File: config.mk
export PLATFORM = sky130hd
export DESIGN_NAME = backslash_escape_decoder_top_flat
export DESIGN_NICKNAME = d
export VERILOG_FILES = /design/src/sv/bed_pkg.sv /design/src/sv/bed_if.sv /design/src/sv/backslash_escape_decoder_top.sv /design/src/flat_wrapper.sv
export VERILOG_INCLUDE_DIRS = /design/src /design/src/sv
export SDC_FILE = /design/constraint.sdc
export NUM_CORES = 1
export LEC_CHECK = 0
export CAP_MARGIN = 0
export CORE_UTILIZATION = 30
export DETAILED_ROUTE_END_ITERATION = 6
export DONT_BUFFER_PORTS = 1
export GPL_ROUTABILITY_DRIVEN = 0
export HOLD_SLACK_MARGIN = 0.15
export PLACE_DENSITY = 0.49
export SKIP_LAST_GASP = 1
export SLEW_MARGIN = 20
export SYNTH_ARGS = -nofsm -noshare
export SYNTH_HDL_FRONTEND = slang
export SYNTH_SLANG_ARGS = --single-unit
File: constraint.sdc
create_clock -name clk -period 9 [get_ports clk]
set_clock_uncertainty 0.1 [all_clocks]
set_input_delay 1.35 -clock clk [delete_from_list [all_inputs] [get_ports clk]]
set_output_delay 1.35 -clock clk [all_outputs]
set_load 0.01 [all_outputs]
File: src/sv/assert_macros.svh
// Assertion helper macros for the RTL files.
// Each macro expands to one labeled concurrent assertion that reports by $error.
`ifndef ASSERT_MACROS_SVH
`define ASSERT_MACROS_SVH

// Checked at every rising clock edge outside reset.
`define ASSERT_CLK(label, clk, rst_n, prop, msg) \
  label: assert property (@(posedge clk) disable iff (!rst_n) prop) else $error(msg);

// Checked at every rising clock edge, reset included.
`define ASSERT_ALWAYS(label, clk, prop, msg) \
  label: assert property (@(posedge clk) prop) else $error(msg);

`endif

File: src/sv/bed_pkg.sv
// ----------------------------------------------------------------------------
// bed_pkg
// Types and constants of the backslash escape decoder.
// ----------------------------------------------------------------------------
package bed_pkg;

  // Decoder modes.
  localparam logic [1:0] MODE_PLAIN = 2'd0;
  localparam logic [1:0] MODE_ESC   = 2'd1;
  localparam logic [1:0] MODE_HEX   = 2'd2;
  localparam logic [1:0] MODE_DEC   = 2'd3;

  // Characters that steer the decoder.
  localparam logic [7:0] CH_BSLASH = 8'h5C;
  localparam logic [7:0] CH_N      = 8'h6E;
  localparam logic [7:0] CH_R      = 8'h72;
  localparam logic [7:0] CH_T      = 8'h74;
  localparam logic [7:0] CH_X      = 8'h78;
  localparam logic [7:0] CH_D      = 8'h64;
  localparam logic [7:0] CH_0      = 8'h30;
  localparam logic [7:0] CH_9      = 8'h39;
  localparam logic [7:0] CH_LA     = 8'h61;
  localparam logic [7:0] CH_LF     = 8'h66;
  localparam logic [7:0] CH_UA     = 8'h41;
  localparam logic [7:0] CH_UF     = 8'h46;

  // Control bytes produced by the letter escapes.
  localparam logic [7:0] BYTE_LF  = 8'h0A;
  localparam logic [7:0] BYTE_CR  = 8'h0D;
  localparam logic [7:0] BYTE_TAB = 8'h09;

  // Digits expected by the numeric escapes.
  localparam logic [1:0] HEX_DIGITS = 2'd2;
  localparam logic [1:0] DEC_DIGITS = 2'd3;

  // Result queue depth.
  localparam logic [1:0] QUEUE_DEPTH = 2'd2;

  // One result item.
  typedef struct packed {
    logic [7:0] out_byte;
    logic       run_last;
  } res_t;

endpackage

File: src/sv/bed_if.sv
// ----------------------------------------------------------------------------
// bed_if
// Valid/ready channels of the backslash escape decoder: raw input bytes and
// decoded result bytes.
// ----------------------------------------------------------------------------

// Raw input channel.
interface bed_in_if;
  logic       valid;
  logic       ready;
  logic [7:0] in_byte;
  logic       string_end;

  modport source (output valid, output in_byte, output string_end, input ready);
  modport sink   (input valid, input in_byte, input string_end, output ready);
endinterface

// Decoded result channel.
interface bed_out_if;
  logic       valid;
  logic       ready;
  logic [7:0] out_byte;
  logic       run_last;

  modport source (output valid, output out_byte, output run_last, input ready);
  modport sink   (input valid, input out_byte, input run_last, output ready);
endinterface

File: src/sv/backslash_escape_decoder_top.sv
// ----------------------------------------------------------------------------
// backslash_escape_decoder_top
// Unescapes a backslash-escaped byte string, one raw byte per item.
// ----------------------------------------------------------------------------
// Usage:
//   in_ch carries one raw byte per item together with string_end, which marks
//   the last byte of a string; after that byte any pending escape is dropped.
//   out_ch carries decoded bytes; run_last is set on the last result that one
//   input item causes. An item causes zero, one or two results.
//   Path: an accepted item is held in the input register, is decoded into
//   the two-entry result queue once the queue has room, and its first result
//   is then offered on out_ch from the queue head.
//   Throughput: one item per cycle while each item gives at most one result
//   and the receiver takes each result. The queue drains one result per
//   cycle while out_ch.ready holds, and a two-result item may pause the input.
//   Reset (rst_n low, synchronous) returns the decoder to plain text and
//   empties the input register and the result queue.
//   When the receiver stalls, results wait in the queue; once the queue has
//   no room for the next item's results, in_ch.ready drops and the input
//   register holds its item.
// ----------------------------------------------------------------------------
`include "assert_macros.svh"

module backslash_escape_decoder_top (
  input logic     clk,
  input logic     rst_n,
  bed_in_if.sink  in_ch,
  bed_out_if.source out_ch
);

  // Input register.
  logic       s1_valid_r;
  logic [7:0] s1_byte_r;
  logic       s1_end_r;
  logic       s1_fire;

  // Decoder state.
  logic [1:0] mode_r, mode_nxt;
  logic [1:0] left_r, left_nxt;
  logic [7:0] value_r, value_nxt;

  // Result queue.
  bed_pkg::res_t q0_r, q1_r, q0_nxt, q1_nxt;
  logic [1:0]    cnt_r, cnt_nxt;

  // Decode outputs.
  bed_pkg::res_t res0, res1;
  logic [1:0]    res_n;

  // Digit recognition.
  logic       is_dec, is_lhex, is_uhex, is_digit;
  logic [7:0] dec_diff, lhex_diff, uhex_diff;
  logic [3:0] dig;
  logic [7:0] acc_val;
  logic [1:0] left_dec;
  logic [7:0] plain_byte;
  logic       plain_emit;

  // Queue bookkeeping.
  logic       pop;
  logic [1:0] cnt_pop;
  logic [1:0] room;
  bed_pkg::res_t sh0;

  // Input handshake: the register takes a new item when it is empty or its item moves on.
  assign in_ch.ready = !s1_valid_r || s1_fire;

  always_ff @(posedge clk) begin
    if (!rst_n) begin
      s1_valid_r <= 1'b0;
    end else if (in_ch.ready) begin
      s1_valid_r <= in_ch.valid;
    end
  end

  always_ff @(posedge clk) begin
    if (in_ch.valid && in_ch.ready) begin
      s1_byte_r <= in_ch.in_byte;
      s1_end_r  <= in_ch.string_end;
    end
  end

  // Digit classification of the held byte.
  always_comb begin
    dec_diff  = s1_byte_r - bed_pkg::CH_0;
    lhex_diff = s1_byte_r - (bed_pkg::CH_LA - 8'd10);
    uhex_diff = s1_byte_r - (bed_pkg::CH_UA - 8'd10);
    is_dec    = (s1_byte_r >= bed_pkg::CH_0) && (s1_byte_r <= bed_pkg::CH_9);
    is_lhex   = (s1_byte_r >= bed_pkg::CH_LA) && (s1_byte_r <= bed_pkg::CH_LF);
    is_uhex   = (s1_byte_r >= bed_pkg::CH_UA) && (s1_byte_r <= bed_pkg::CH_UF);
    if (is_lhex) begin
      dig = lhex_diff[3:0];
    end else if (is_uhex) begin
      dig = uhex_diff[3:0];
    end else begin
      dig = dec_diff[3:0];
    end
    if (mode_r == bed_pkg::MODE_HEX) begin
      is_digit = is_dec || is_lhex || is_uhex;
      acc_val  = {value_r[3:0], dig};
    end else begin
      is_digit = is_dec;
      acc_val  = {value_r[4:0], 3'b000} + {value_r[6:0], 1'b0} + {4'd0, dig};
    end
    left_dec   = left_r - 2'd1;
    plain_emit = (s1_byte_r != bed_pkg::CH_BSLASH);
    plain_byte = s1_byte_r;
  end

  // Decode step: next state and up to two results.
  always_comb begin
    mode_nxt  = mode_r;
    left_nxt  = left_r;
    value_nxt = value_r;
    res0      = '{out_byte: value_r, run_last: 1'b1};
    res1      = '{out_byte: plain_byte, run_last: 1'b1};
    res_n     = 2'd0;
    case (mode_r)
      bed_pkg::MODE_HEX, bed_pkg::MODE_DEC: begin
        if (is_digit && (left_r != 2'd0)) begin
          value_nxt = acc_val;
          left_nxt  = left_dec;
          if (left_dec == 2'd0) begin
            res0     = '{out_byte: acc_val, run_last: 1'b1};
            res_n    = 2'd1;
            mode_nxt = bed_pkg::MODE_PLAIN;
          end
        end else begin
          // Escape cut short: emit the partial value, then the byte as text, or start a new escape on a backslash.
          left_nxt = 2'd0;
          mode_nxt = bed_pkg::MODE_PLAIN;
          res_n    = 2'd1;
          if (!is_digit) begin
            if (plain_emit) begin
              res0.run_last = 1'b0;
              res_n         = 2'd2;
            end else begin
              mode_nxt = bed_pkg::MODE_ESC;
            end
          end
        end
      end
      bed_pkg::MODE_ESC: begin
        mode_nxt = bed_pkg::MODE_PLAIN;
        res_n    = 2'd1;
        case (s1_byte_r)
          bed_pkg::CH_N:      res0.out_byte = bed_pkg::BYTE_LF;
          bed_pkg::CH_R:      res0.out_byte = bed_pkg::BYTE_CR;
          bed_pkg::CH_T:      res0.out_byte = bed_pkg::BYTE_TAB;
          bed_pkg::CH_BSLASH: res0.out_byte = bed_pkg::CH_BSLASH;
          bed_pkg::CH_X: begin
            res_n     = 2'd0;
            mode_nxt  = bed_pkg::MODE_HEX;
            left_nxt  = bed_pkg::HEX_DIGITS;
            value_nxt = 8'd0;
          end
          bed_pkg::CH_D: begin
            res_n     = 2'd0;
            mode_nxt  = bed_pkg::MODE_DEC;
            left_nxt  = bed_pkg::DEC_DIGITS;
            value_nxt = 8'd0;
          end
          default: res_n = 2'd0;
        endcase
      end
      default: begin
        if (plain_emit) begin
          res0  = '{out_byte: plain_byte, run_last: 1'b1};
          res_n = 2'd1;
        end else begin
          mode_nxt = bed_pkg::MODE_ESC;
        end
      end
    endcase
    // End of string clears any pending escape.
    if (s1_end_r) begin
      mode_nxt  = bed_pkg::MODE_PLAIN;
      left_nxt  = 2'd0;
      value_nxt = 8'd0;
    end
  end

  // Queue room after this cycle's pop decides whether the held item moves on.
  always_comb begin
    pop     = out_ch.valid && out_ch.ready;
    cnt_pop = cnt_r - {1'b0, pop};
    room    = bed_pkg::QUEUE_DEPTH - cnt_pop;
    s1_fire = s1_valid_r && (res_n <= room);
    sh0     = pop ? q1_r : q0_r;
  end

  // Queue update: shift on pop, then append the new results behind.
  always_comb begin
    q0_nxt  = sh0;
    q1_nxt  = q1_r;
    cnt_nxt = cnt_pop;
    if (s1_fire) begin
      cnt_nxt = cnt_pop + res_n;
      case (cnt_pop)
        2'd0: begin
          q0_nxt = res0;
          q1_nxt = res1;
        end
        2'd1: q1_nxt = res0;
        default: q1_nxt = q1_r;
      endcase
    end
  end

  always_ff @(posedge clk) begin
    if (!rst_n) begin
      mode_r  <= bed_pkg::MODE_PLAIN;
      left_r  <= 2'd0;
      value_r <= 8'd0;
      cnt_r   <= 2'd0;
    end else begin
      cnt_r <= cnt_nxt;
      if (s1_fire) begin
        mode_r  <= mode_nxt;
        left_r  <= left_nxt;
        value_r <= value_nxt;
      end
    end
  end

  always_ff @(posedge clk) begin
    q0_r <= q0_nxt;
    q1_r <= q1_nxt;
  end

  // Result channel shows the queue head.
  assign out_ch.valid    = (cnt_r != 2'd0);
  assign out_ch.out_byte = q0_r.out_byte;
  assign out_ch.run_last = q0_r.run_last;

  // Assertions.
  `ASSERT_CLK(a_queue_bound, clk, rst_n, cnt_r != 2'd3, "result queue overflow")
  `ASSERT_CLK(a_text_no_digits, clk, rst_n,
    (mode_r == bed_pkg::MODE_PLAIN || mode_r == bed_pkg::MODE_ESC) |-> left_r == 2'd0,
    "digit count left over outside a numeric escape")
  `ASSERT_CLK(a_numeric_pending, clk, rst_n,
    (mode_r == bed_pkg::MODE_HEX || mode_r == bed_pkg::MODE_DEC) |-> left_r != 2'd0,
    "numeric escape with no digits left")
  `ASSERT_CLK(a_end_resets, clk, rst_n,
    (s1_fire && s1_end_r) |=> (mode_r == bed_pkg::MODE_PLAIN && value_r == 8'd0),
    "state not cleared after end of string")

endmodule
File: src/flat_wrapper.sv
// flat-port wrapper written by rule: the top's interface ports become plain ports
module backslash_escape_decoder_top_flat 
  (clk, rst_n, in_ch_valid, in_ch_in_byte, in_ch_string_end, in_ch_ready, out_ch_valid, out_ch_out_byte, out_ch_run_last, out_ch_ready);
  bed_in_if in_ch_i ();
  bed_out_if out_ch_i ();
  input logic clk;
  input logic rst_n;
  input wire logic [$bits(in_ch_i.valid)-1:0] in_ch_valid;
  input wire logic [$bits(in_ch_i.in_byte)-1:0] in_ch_in_byte;
  input wire logic [$bits(in_ch_i.string_end)-1:0] in_ch_string_end;
  output wire logic [$bits(in_ch_i.ready)-1:0] in_ch_ready;
  output wire logic [$bits(out_ch_i.valid)-1:0] out_ch_valid;
  output wire logic [$bits(out_ch_i.out_byte)-1:0] out_ch_out_byte;
  output wire logic [$bits(out_ch_i.run_last)-1:0] out_ch_run_last;
  input wire logic [$bits(out_ch_i.ready)-1:0] out_ch_ready;
  assign in_ch_i.valid = in_ch_valid;
  assign in_ch_i.in_byte = in_ch_in_byte;
  assign in_ch_i.string_end = in_ch_string_end;
  assign in_ch_ready = in_ch_i.ready;
  assign out_ch_valid = out_ch_i.valid;
  assign out_ch_out_byte = out_ch_i.out_byte;
  assign out_ch_run_last = out_ch_i.run_last;
  assign out_ch_i.ready = out_ch_ready;
  backslash_escape_decoder_top u_core (.clk(clk), .rst_n(rst_n), .in_ch(in_ch_i), .out_ch(out_ch_i));
endmodule
### After elaboration in Yosys (flattened, before gate mapping)

Cells that the tools add are included.

* register bits after elaboration: 42
* input port bits: 13
* output and inout port bits: 11
* logic and storage cells: 108

* add/subtract/negate cells: 9
* order comparisons: 7
* eq/ne operators: 16
* multiplexer cells: 41
* reductions and logical operators: 24

Operators with widths (count)
* $eq A8 B7 Y1 const B: 6
* $mux W9: 5
* $mux W8: 5
* $pmux W8 S2: 2
* $pmux W8 S4: 1
* $mux W2: 11
* $pmux W2 S2: 5
* $pmux W9 S2: 1
* $ge A8 B7 Y1 const B: 2
* $le A8 B7 Y1 const B: 2
* $ne A4 B3 Y1 const B: 3
* $add A8 B4 Y8: 1
* $add A8 B8 Y8: 1
* $ge A8 B6 Y1 const B: 1
* $le A8 B6 Y1 const B: 1
* $mux W1: 8
* $mux W4: 2
* $ne A8 B7 Y1 const B: 1
* $sub A4 B3 Y4 const B: 2
* $logic_and A1 B1 Y1: 7
* $reduce_and A3 Y1: 2
* $reduce_bool A2 Y1: 3
* $eq A2 B1 Y1 const B: 2
* $eq A2 B2 Y1 const B: 2
* 17 further kinds: 21

### Longest topological paths before layout

Gate-level depths: netlist (run 1).

* depth after elaboration: 12
* gate-level depth with buffers: 18
* mapped depth without buffers: 15

### Worst setup path before layout (run 1)

No wires, ideal clock.

* path type: input to output
* start: in out_ch_ready
* end: out in_ch_ready
* arrival: 3.176 ns
* required time: 7.550 ns
* setup slack: 4.374 ns
* stages on the path: 10
* buffers on the path: 0
* cells stage by stage: nand2_1 > inv_1 > ha_1 > xnor2_1 > ha_1 > ha_1 > nor2b_1 > o22ai_1 > inv_1 > nand2_1

* word-level cells in the longest chain between the ends: 6

RTL lines
* start: declaration: RTL line flat_wrapper.sv:15 `input wire logic [$bits(out_ch_i.ready)-1:0] out_ch_ready;`
* $logic_and A1 B1 Y1: RTL line backslash_escape_decoder_top.sv:185 `pop = out_ch.valid && out_ch.ready;`
* $sub A2 B1 Y2: RTL line backslash_escape_decoder_top.sv:186 `cnt_pop = cnt_r - {1'b0, pop};`
* $sub A2 B2 Y2: RTL line backslash_escape_decoder_top.sv:187 `room = bed_pkg::QUEUE_DEPTH - cnt_pop;`
* $le A2 B2 Y1: RTL line backslash_escape_decoder_top.sv:188 `s1_fire = s1_valid_r && (res_n <= room);`
* $logic_and A1 B1 Y1: RTL line backslash_escape_decoder_top.sv:188
* $logic_or A1 B1 Y1: RTL line backslash_escape_decoder_top.sv:66 `assign in_ch.ready = !s1_valid_r || s1_fire;`
* end: declaration: RTL line flat_wrapper.sv:11 `output wire logic [$bits(in_ch_i.ready)-1:0] in_ch_ready;`

Every way passes these cells.

### Worst setup path in the final report (run 1)

Same ends and word-level chain as after synthesis.

==> flow_summary.toml, run 1 <==
[drt]
vias = 2430
detail_route.vias_per_cell = 5.39
routedWlPerCell_um = 16.2
drt_pass1_iterations = 6
drt-total-wl_um = 7320
ant_nets = 0
first_iter_violations = 207
drcViolationCount = 0

[setup_path]
worstSetupPathType = "in -> out"
required_ns = 7.55
crit_arrival_ns = 3.42
critPathMaxStageDelay_ns = 0.34
crit_fanout = 10
cp_cell_sequence = "nand2_1 -> inv_1 -> ha_1 -> xnor2_1 -> ha_1 -> ha_1 -> nor2b_1 -> o22ai_1 -> inv_1 -> nand2_1"
worstSetupStartpointType = "input pin"
cp_slowest_cell = "nand2_1"
cp-end-kind = "output pin"
cp_common_cell = "ha_1"

[finish]
area_growth_pct = 5.68
final-seq-area_um2 = 1020
num-fill-cells = 1023
antenna_cells = 0
layout-drive-gt1-share_pct = 7.23
final_area_um2 = 3190
final_cell_mix = "27 x nand2_1, 24 x dfxtp_1, 22 x nor2_1, 22 x ha_1, 20 x inv_1"
final_common_cell = "nand2_1"
multi_input_area_um2 = 1830
nets = 354

[clock_network]
post_cts_buffers = 0
hold_buffers = 0
cts_sinks = 42
cts_tree = "yes"
cts.reportedPaths.clkPinSlew_ns = 0.09
clock_tree.root_cell = "clkbuf_8"
cts_buffers = 5
clk_latency_ns = 0.31
clock_path_buffers = 2
post_cts_resized = 0
htreeDepth = 2

[place]
placed_area_um2 = 3100
portBuffers = 0
place_hpwl_um = 5630
place_ws_ns = 4.10

[run_status]
status = "finished, final reports clean"

[die]
rows = 36
die_area_um2 = 10500
num_io_pins = 24
initial_utilization_pct = 30.9
fp.dieW_um = 102
die_y_um = 102
core-area_um2 = 9770

[logic_synthesis]
synth.yosys.seq_area_share_pct = 33.8
synth_edf_count = 18
ys.flop_type = "dfxtp_1"
synth_nets = 365
synth_cell_type_count = 64
synth_area_leader_cell = "edfxtp_1"
synthesis.area_um2 = 3020
avgSynthCellArea_um2 = 9.21
ys_top_cells_by_area = "edfxtp_1 18%, dfxtp_1 16%, ha_1 9.1%, mux2i_1 4.0%, mux2_2 3.4%"
yosysWarnings = 0
ys_seq_elements = 42
synth_top_area_share_pct = 17.9
syn_inst = 328
ys_async_sr_fraction_pct = 0

[power_and_ir_drop]
peakVddDrop_uv = 94.9
power.density_nw_per_um2 = 221
power.leakage_uw = 0.00127

[sta]
tns_ns = 0
finalWorstSetupSlack_ns = 4.13
rsz0062_at_grt = "no"
hold_violations = 0
fin_crit_sh_pct = 54.1
worstMarginPinSlew_ns = 0.877
setup_viol = 0
hold_ws_ns = 0.374
maxSlewViolCount = 0
max_freq_ghz = 0.205
finalCriticalPeriod_ns = 4.87
relSlewSlack_pct = 41.5

[grt]
grt_max_degree = 19
grt.overflow.total = 0
grt_pass1_vias = 2144
grt_util_all_layers_pct = 14.7
grt_pass1_wl_um = 11600
antenna_found_initial = 0

[hold_path]
min_path_type = "reg -> reg"

[job]
drv_cap = 0
-- worst paths after layout --
path / startpoint / endpoint / slack (ns) / cells past startpoint
max: out_ch_ready / in_ch_ready / 4.13 / 10
min reg2reg: u_core.left_r[1] / u_core.left_r[1] / 0.37 / 2
min: u_core.left_r[1] / u_core.left_r[1] / 0.37 / 2
max reg2reg: u_core.plain_byte[0] / u_core.q1_r[7] / 4.65 / 14
-- per-stage QoR --
step	cells	total power, uW	util [%]
2_1_floorplan	328	525	-
3_3_place_gp	443	576	31.7
3_5_place_dp	443	582	31.7
4_1_cts	451	713	32.7
5_1_grt	451	765	32.7
6_report	451	706	32.7
-- registers in the layout (all words and copies together), names as in the netlist --
| name | count |
|---|---|
| u_core.q1_r | 9 |
| u_core.out_ch.out_byte | 8 |
| u_core.plain_byte | 8 |
| u_core.value_r | 8 |
| u_core.cnt_r | 2 |
| u_core.left_r | 2 |
| u_core.mode_r | 2 |
| u_core.out_ch.run_last | 1 |
| u_core.s1_end_r | 1 |
| u_core.s1_valid_r | 1 |
-- per-layer routing --
layer | routed length, um | global-route usage [%]
met5 | 0 | 0
met4 | 57 | 3.30
met3 | 343 | 2.87
met2 | 3130 | 21.5
met1 | 3800 | 22.0
-- cell families (layout without fill, tap and decap cells) --
| logic type | count (synthesis) | in the layout | synth area share, % |
|---|---|---|---|
| buf+inv | 39 | 29 | 5.55 |
| fa+ha+maj | 24 | 24 | 10.4 |
| simple gates | 91 | 91 | 15.9 |
| mux | 21 | 21 | 7.33 |
| xor+xnor | 7 | 7 | 2.03 |
| flops | 42 | 42 | 33.8 |
| compound gates | 104 | 104 | 24.9 |
-- worst max-delay path: cells and delay by family --
kind / cells / cell delay, ns
AND/OR/NAND/NOR: 3 / 0.60
adder cells (fa/ha/maj): 3 / 0.80
buffers and inverters: 2 / 0.18
XOR/XNOR: 1 / 0.28
AO/OA/AOI/OAI: 1 / 0.20
-- layout make-up --
class | count | share of cell area (%)
Sequential cell | 42 | 32.0
Inverter | 21 | 2.47
Multi-Input combinational cell | 247 | 57.4
Tap cell | 133 | 5.21
Clock buffer | 5 | 2.16
Clock inverter | 3 | 0.784
-- synth_stat cells, drive strengths merged, types with 6 or more instances --
cell type	n
dfxtp	24
a21oi	18
o21ai	18
a22o	10
edfxtp	18
nand3	6
a211oi	7
mux2	9
ha	22
buf	8
nor2	22
mux2i	12
clkbuf	10
inv	20
nand2	27
-- report_power, final --
part,internal (uW),switching [uW]
Sequential,257,44.8
Combinational,114,159
Clock,56.1,74.9
Total,427,278
No activity file was read; power rests on OpenSTA's default activity.
==> inputs of run 2 (changes only) <==
--- a/config.mk
+++ b/config.mk
@@ -12,7 +12,7 @@
 export DONT_BUFFER_PORTS = 1
 export GPL_ROUTABILITY_DRIVEN = 0
 export HOLD_SLACK_MARGIN = 0.15
-export PLACE_DENSITY = 0.49
+export PLACE_DENSITY = 0.5
 export SKIP_LAST_GASP = 1
 export SLEW_MARGIN = 20
 export SYNTH_ARGS = -nofsm -noshare
==> constraint.sdc (replaced) <==
create_clock -name clk -period 4.4 [get_ports clk]
set_clock_uncertainty 0.1 [all_clocks]
set_input_delay 0.66 -clock clk [delete_from_list [all_inputs] [get_ports clk]]
set_output_delay 0.66 -clock clk [all_outputs]
set_load 0.01 [all_outputs]
==> run 2 against run 1 <==
Sequential power is 97% higher. Count of clock-buffer cells in the layout stayed put. Final area is 4.9% higher. Global-route usage is 0.81 points higher. Sequential cell count stayed put. Final cell count is 4.7% higher. Non-clock buffer count is 21 higher. Worst setup slack worse by 3.7 ns.
==> flow_summary.toml, run 2 (same netlist as run 1, synthesis figures left out) <==
[setup_path]
crit_start = "u_core.plain_byte[1]"
r2r_cells = 14
required_ns = 4.34
cp-end-kind = "flop"
r2r_start = "u_core.plain_byte[1]"
worstSetupStartpointType = "flop"
crit_arrival_ns = 3.94
r2r_setup_slack_ns = 0.40
crit_fanout = 6
cp-endpoint = "u_core.q1_r[7]"
r2r-end = "u_core.q1_r[7]"
worstSetupPathType = "reg -> reg"

[clock_network]
cts_tree = "yes"
htreeDepth = 2
clk_latency_ns = 0.30
cts_buffers = 5
cts_sinks = 42
cts.reportedPaths.clkPinSlew_ns = 0.09
clock_tree.root_cell = "clkbuf_8"
clock_path_buffers = 2
hold_buffers = 0

[finish]
final_common_cell = "nand2_1"
largest_register_ff_count = 9
antenna_cells = 0
area_growth_pct = 10.8
regMostFlops = "u_core.q1_r"
layout-drive-gt1-share_pct = 13.0
final_cell_mix = "27 x nand2_1, 24 x dfxtp_1, 22 x nor2_1, 22 x ha_1, 21 x buf_4"
final_core_util_pct = 34.2
nets = 375

[die]
core-area_um2 = 9770
die_area_um2 = 10500
rows = 36
fp.dieW_um = 102
initial_utilization_pct = 30.9
die_y_um = 102
num_io_pins = 24

[grt]
antenna_found_initial = 0
grt_max_degree = 17
grt.overflow.total = 0
grt_pass1_wl_um = 12200
grtUsageMet2_pct = 22.5
grt_util_all_layers_pct = 15.5
grt_pass1_vias = 2270
met1_usage_pct = 23.2
busiest_layer = "met1"
use_met3_pct = 2.53

[sta]
rsz0062_at_grt = "no"
finalCriticalPeriod_ns = 4.00
relSlewSlack_pct = 59.2
maxSlewViolCount = 0
setup_viol = 0
fin_crit_sh_pct = 90.8
tns_ns = 0
hold_violations = 0
max_freq_ghz = 0.250
worstMarginPinSlew_ns = 0.612
finalWorstSetupSlack_ns = 0.404

[drt]
detail_route.vias_per_cell = 5.34
ant_nets = 0
drt-total-wl_um = 7740
drt_pass1_iterations = 4
first_iter_violations = 155
drcViolationCount = 0
vias = 2520
routedWlPerCell_um = 16.4

[power_and_ir_drop]
clkPwrFrac_pct = 17.7
p_seq_share_pct = 40.2
peakVddDrop_uv = 163
power.leakage_uw = 0.00138
power.density_nw_per_um2 = 443
p_switching_uw = 581
power.internal_uw = 901
p_comb_share_pct = 42.1
swShare_pct = 39.2

[place]
portBuffers = 0
place_ws_ns = 0.263
place_hpwl_um = 5870

[hold_path]
min_path_type = "in -> reg"

[run_status]
status = "finished, final reports clean"

[job]
drv_cap = 0
## run 2: changes by cell type in the layout (fill, tap and decap cells not counted)
| cell | change |
|---|---|
| a2111oi_0 | -1 |
| clkinv_2 | +1 |
| a2111oi_1 | +1 |
| buf_4 | +21 |
| inv_6 | -1 |
## run 2: timing repair
action / in CTS / in global routing
buffers inserted: 0 / 3
resized for setup: 0 / 1
setup endpoints to repair: 0 / 1
## run 2: layer usage
metal  part of all wire (%)  wire [um]  vias to the layer above
li1                       -          -                     1244
met5                      0          0                        -
met2                     44       3380                       87
met1                     48       3730                     1183
met3                    7.1        550                        6
met4                   0.97         75                        0
## run 2: worst max-delay path, stage by stage, from the launching register on
cell	delay, ns
edfxtp_1	0.40
inv_1	0.09
ha_1	0.25
or3b_4	0.27
nand2_1	0.07
a221o_1	0.41
ha_1	0.21
ha_1	0.22
fa_1	0.42
a21o_1	0.22
a2111oi_1	0.41
a211oi_1	0.12
mux2_2	0.28
a21oi_1	0.18
a21oi_1	0.09
## run 2: how the worst min path moves through the flow
stage | cells after the start | end | startpoint
after global placement | 2 | u_core.left_r[1] | u_core.left_r[1]
after detailed placement | 2 | u_core.left_r[1] | u_core.left_r[1]
final | 0 | u_core.plain_byte[5] | in_ch_in_byte[5]
after CTS | 0 | u_core.plain_byte[5] | in_ch_in_byte[5]
after floorplan | 2 | u_core.left_r[1] | u_core.left_r[1]
after global routing | 0 | u_core.plain_byte[2] | in_ch_in_byte[2]
## run 2: area by class of cell
type | instances | area [um^2]
Clock buffer | 5 | 68.8
Clock inverter | 3 | 21.3
Fill cell | 1029 | 6430
Inverter | 21 | 78.8
Multi-Input combinational cell | 247 | 1830
Sequential cell | 42 | 1020
Tap cell | 133 | 166
Timing Repair Buffer | 21 | 158
## run 2: power groups by stage
| stage | sequential (uW) | combinational (uW) | clock, uW |
|---|---|---|---|
| 3_5_place_dp | 612 | 618 | 0 |
| 4_1_cts | 602 | 621 | 273 |
| 2_1_floorplan | 589 | 484 | 0 |
| 3_3_place_gp | 609 | 613 | 0 |
| 6_report | 596 | 623 | 263 |
| 5_1_grt | 611 | 707 | 284 |
## run 2: stage by stage
stage / hold slack [ns] / instances / cell area [um^2] / power [uW]
6_report: 0.346 / 472 / 3350 / 1480
5_1_grt: 0.334 / 472 / 3350 / 1600
4_1_cts: 0.339 / 469 / 3320 / 1500
3_5_place_dp: 0.368 / 461 / 3230 / 1230
3_3_place_gp: 0.353 / 461 / 3230 / 1220
2_1_floorplan: 0.338 / 328 / 3020 / 1070
==> inputs of run 3 (changes only) <==
--- a/config.mk
+++ b/config.mk
@@ -6,6 +6,7 @@
 export SDC_FILE = /design/constraint.sdc
 export NUM_CORES = 1
 export LEC_CHECK = 0
+export ABC_AREA = 1
 export CAP_MARGIN = 0
 export CORE_UTILIZATION = 30
 export DETAILED_ROUTE_END_ITERATION = 6
==> run 3 against run 2 <==
First-iteration DRC count up 25%. Count of clock-buffer cells in the layout unchanged. Routed wire length down 1.6%. Sequential power up 15%.
==> flow_summary.toml, run 3 <==
[finish]
stdcell_count = 575
final_area_um2 = 3280
regMostFlops = "u_core.q1_r"
final-seq-area_um2 = 1020
largest_register_ff_count = 9
multi_input_area_um2 = 1750
layout-drive-gt1-share_pct = 8.60
final_cell_mix = "131 x nand2_1, 60 x inv_1, 42 x nand3_1"
area_growth_pct = 7.19
final_common_cell = "nand2_1"
nets = 478
num-fill-cells = 1093
antenna_cells = 0

[place]
dpl.cell_count = 567
place_hpwl_um = 6170
portBuffers = 0
placed_area_um2 = 3190

[setup_path]
crit_fanout = 10
r2r_setup_slack_ns = 0.70
worstSetupPathType = "reg -> out"
r2r-end = "u_core.value_r[1]"
cp-endpoint = "in_ch_ready"
required_ns = 3.64
cp-end-kind = "output pin"
r2r_start = "u_core.cnt_r[1]"
crit_start = "u_core.cnt_r[1]"
worstSetupStartpointType = "flop"
r2r_cells = 16
crit_arrival_ns = 3.04

[grt]
grt_pass1_vias = 2618
grt_max_degree = 15
grt_pass1_wl_um = 12800
grt_util_all_layers_pct = 15.6
antenna_found_initial = 0
grt.overflow.total = 0

[drt]
ant_nets = 0
drt_pass1_iterations = 6
drcViolationCount = 0
drt-total-wl_um = 7610
detail_route.vias_per_cell = 4.77
routedWlPerCell_um = 13.2
vias = 2745
first_iter_violations = 193

[logic_synthesis]
syn_inst = 439
synth_top_area_share_pct = 17.7
yosysWarnings = 0
ys_async_sr_fraction_pct = 0
synth_cell_type_count = 37
synth_nets = 476
synthesis.area_um2 = 3060
synth_commonest_cells = "131 x nand2_1, 60 x inv_1, 42 x nand3_1"
synth.yosys.seq_area_share_pct = 33.3
synth_edf_count = 18
synth_area_leader_cell = "edfxtp_1"
synth.most_common_cell = "nand2_1"
ys.flop_type = "dfxtp_1"
ys_seq_elements = 42
avgSynthCellArea_um2 = 6.97
ys_top_cells_by_area = "edfxtp_1 18%, nand2_1 16%, dfxtp_1 16%, ha_1 9.0%, inv_1 7.4%"

[sta]
hold_violations = 0
max_freq_ghz = 0.263
setup_viol = 0
fin_crit_sh_pct = 86.4
hold_ws_ns = 0.355
worstMarginPinSlew_ns = 0.497
relSlewSlack_pct = 66.8
maxSlewViolCount = 0
finalCriticalPeriod_ns = 3.80
rsz0062_at_grt = "no"
tns_ns = 0

[clock_network]
htreeDepth = 2
clock_path_buffers = 2
hold_buffers = 0
cts_buffers = 5
post_cts_resized = 0
post_cts_buffers = 0
cts_sinks = 42
cts_tree = "yes"
clk_latency_ns = 0.30
clock_tree.root_cell = "clkbuf_8"
cts.reportedPaths.clkPinSlew_ns = 0.09

[die]
die_area_um2 = 10600
die_y_um = 103
initial_utilization_pct = 31.2
fp.dieW_um = 103
num_io_pins = 24
core-area_um2 = 9820
rows = 36

[run_status]
status = "finished, final reports clean"

[hold_path]
min_path_type = "in -> reg"

[power_and_ir_drop]
power.leakage_uw = 0.00152
peakVddDrop_uv = 229
power.density_nw_per_um2 = 609
fin_total_pwr_uw = 2000

[job]
drv_cap = 0
[run 3: changes by cell type in the layout (fill, tap and decap cells not counted), sizes merged, moves of 10 or more]
cell   delta
nand2   +110
inv      +44
nand3    +41
buf      -20
nor2     +19
mux2i    -12
a22o     -10
[run 3: stage by stage]
step / utilization [%] / setup WS (ns)
after floorplan: - / 0.975
after global placement: 32.5 / 0.710
after detailed placement: 32.5 / 0.671
after CTS: 33.4 / 0.521
after global routing: 33.4 / 0.265
final: 33.4 / 0.599
[run 3: cells by family after synthesis]
logic type	share of synthesized area [%]
simple gates	36.5
compound gates	9.89
fa+ha+maj	10.3
buf+inv	9.40
xor+xnor	0.572
flops	33.3
[run 3: how the worst min path moves through the flow]
stage                           endpoint  cells past startpoint  slack, ns              start
floorplan               u_core.left_r[1]                      2       0.34   u_core.left_r[1]
global placement       u_core.value_r[7]                      2       0.36  u_core.value_r[7]
detailed placement     u_core.value_r[7]                      2       0.36  u_core.value_r[7]
CTS                 u_core.plain_byte[1]                      0       0.35   in_ch_in_byte[1]
global route        u_core.plain_byte[1]                      0       0.34   in_ch_in_byte[1]
finish              u_core.plain_byte[4]                      0       0.35   in_ch_in_byte[4]
[run 3: area by class of cell]
cell class	instances	area share, %
clock buffers	5	2.10
well taps	133	5.07
multi-input cells	326	53.4
inverters	65	7.43
flip-flops and latches	42	31.1
clock inverters	3	0.648
repair buffers	1	0.229
[run 3: critical path, stage by stage (launching register included)]
cell	delay, ns
dfxtp_1	0.32
or2_2	0.34
nand2_2	0.18
clkinv_1	0.28
ha_1	0.30
xnor2_1	0.30
ha_1	0.30
ha_1	0.27
inv_1	0.04
or2_1	0.21
nand3_1	0.19
[run 3: layer usage]
layer / global-route usage [%] / share of wire, % / vias up
li1: - / - / 1423
met1: 22.2 / 50 / 1229
met2: 24.7 / 43 / 85
met3: 2.37 / 5.7 / 8
met4: 3.68 / 1.2 / 0
met5: 0 / 0 / -
[run 3: where the power goes]
group	internal, uW	switching (uW)
clock	112	145
sequential	568	118
combinational	337	718
total	1020	981
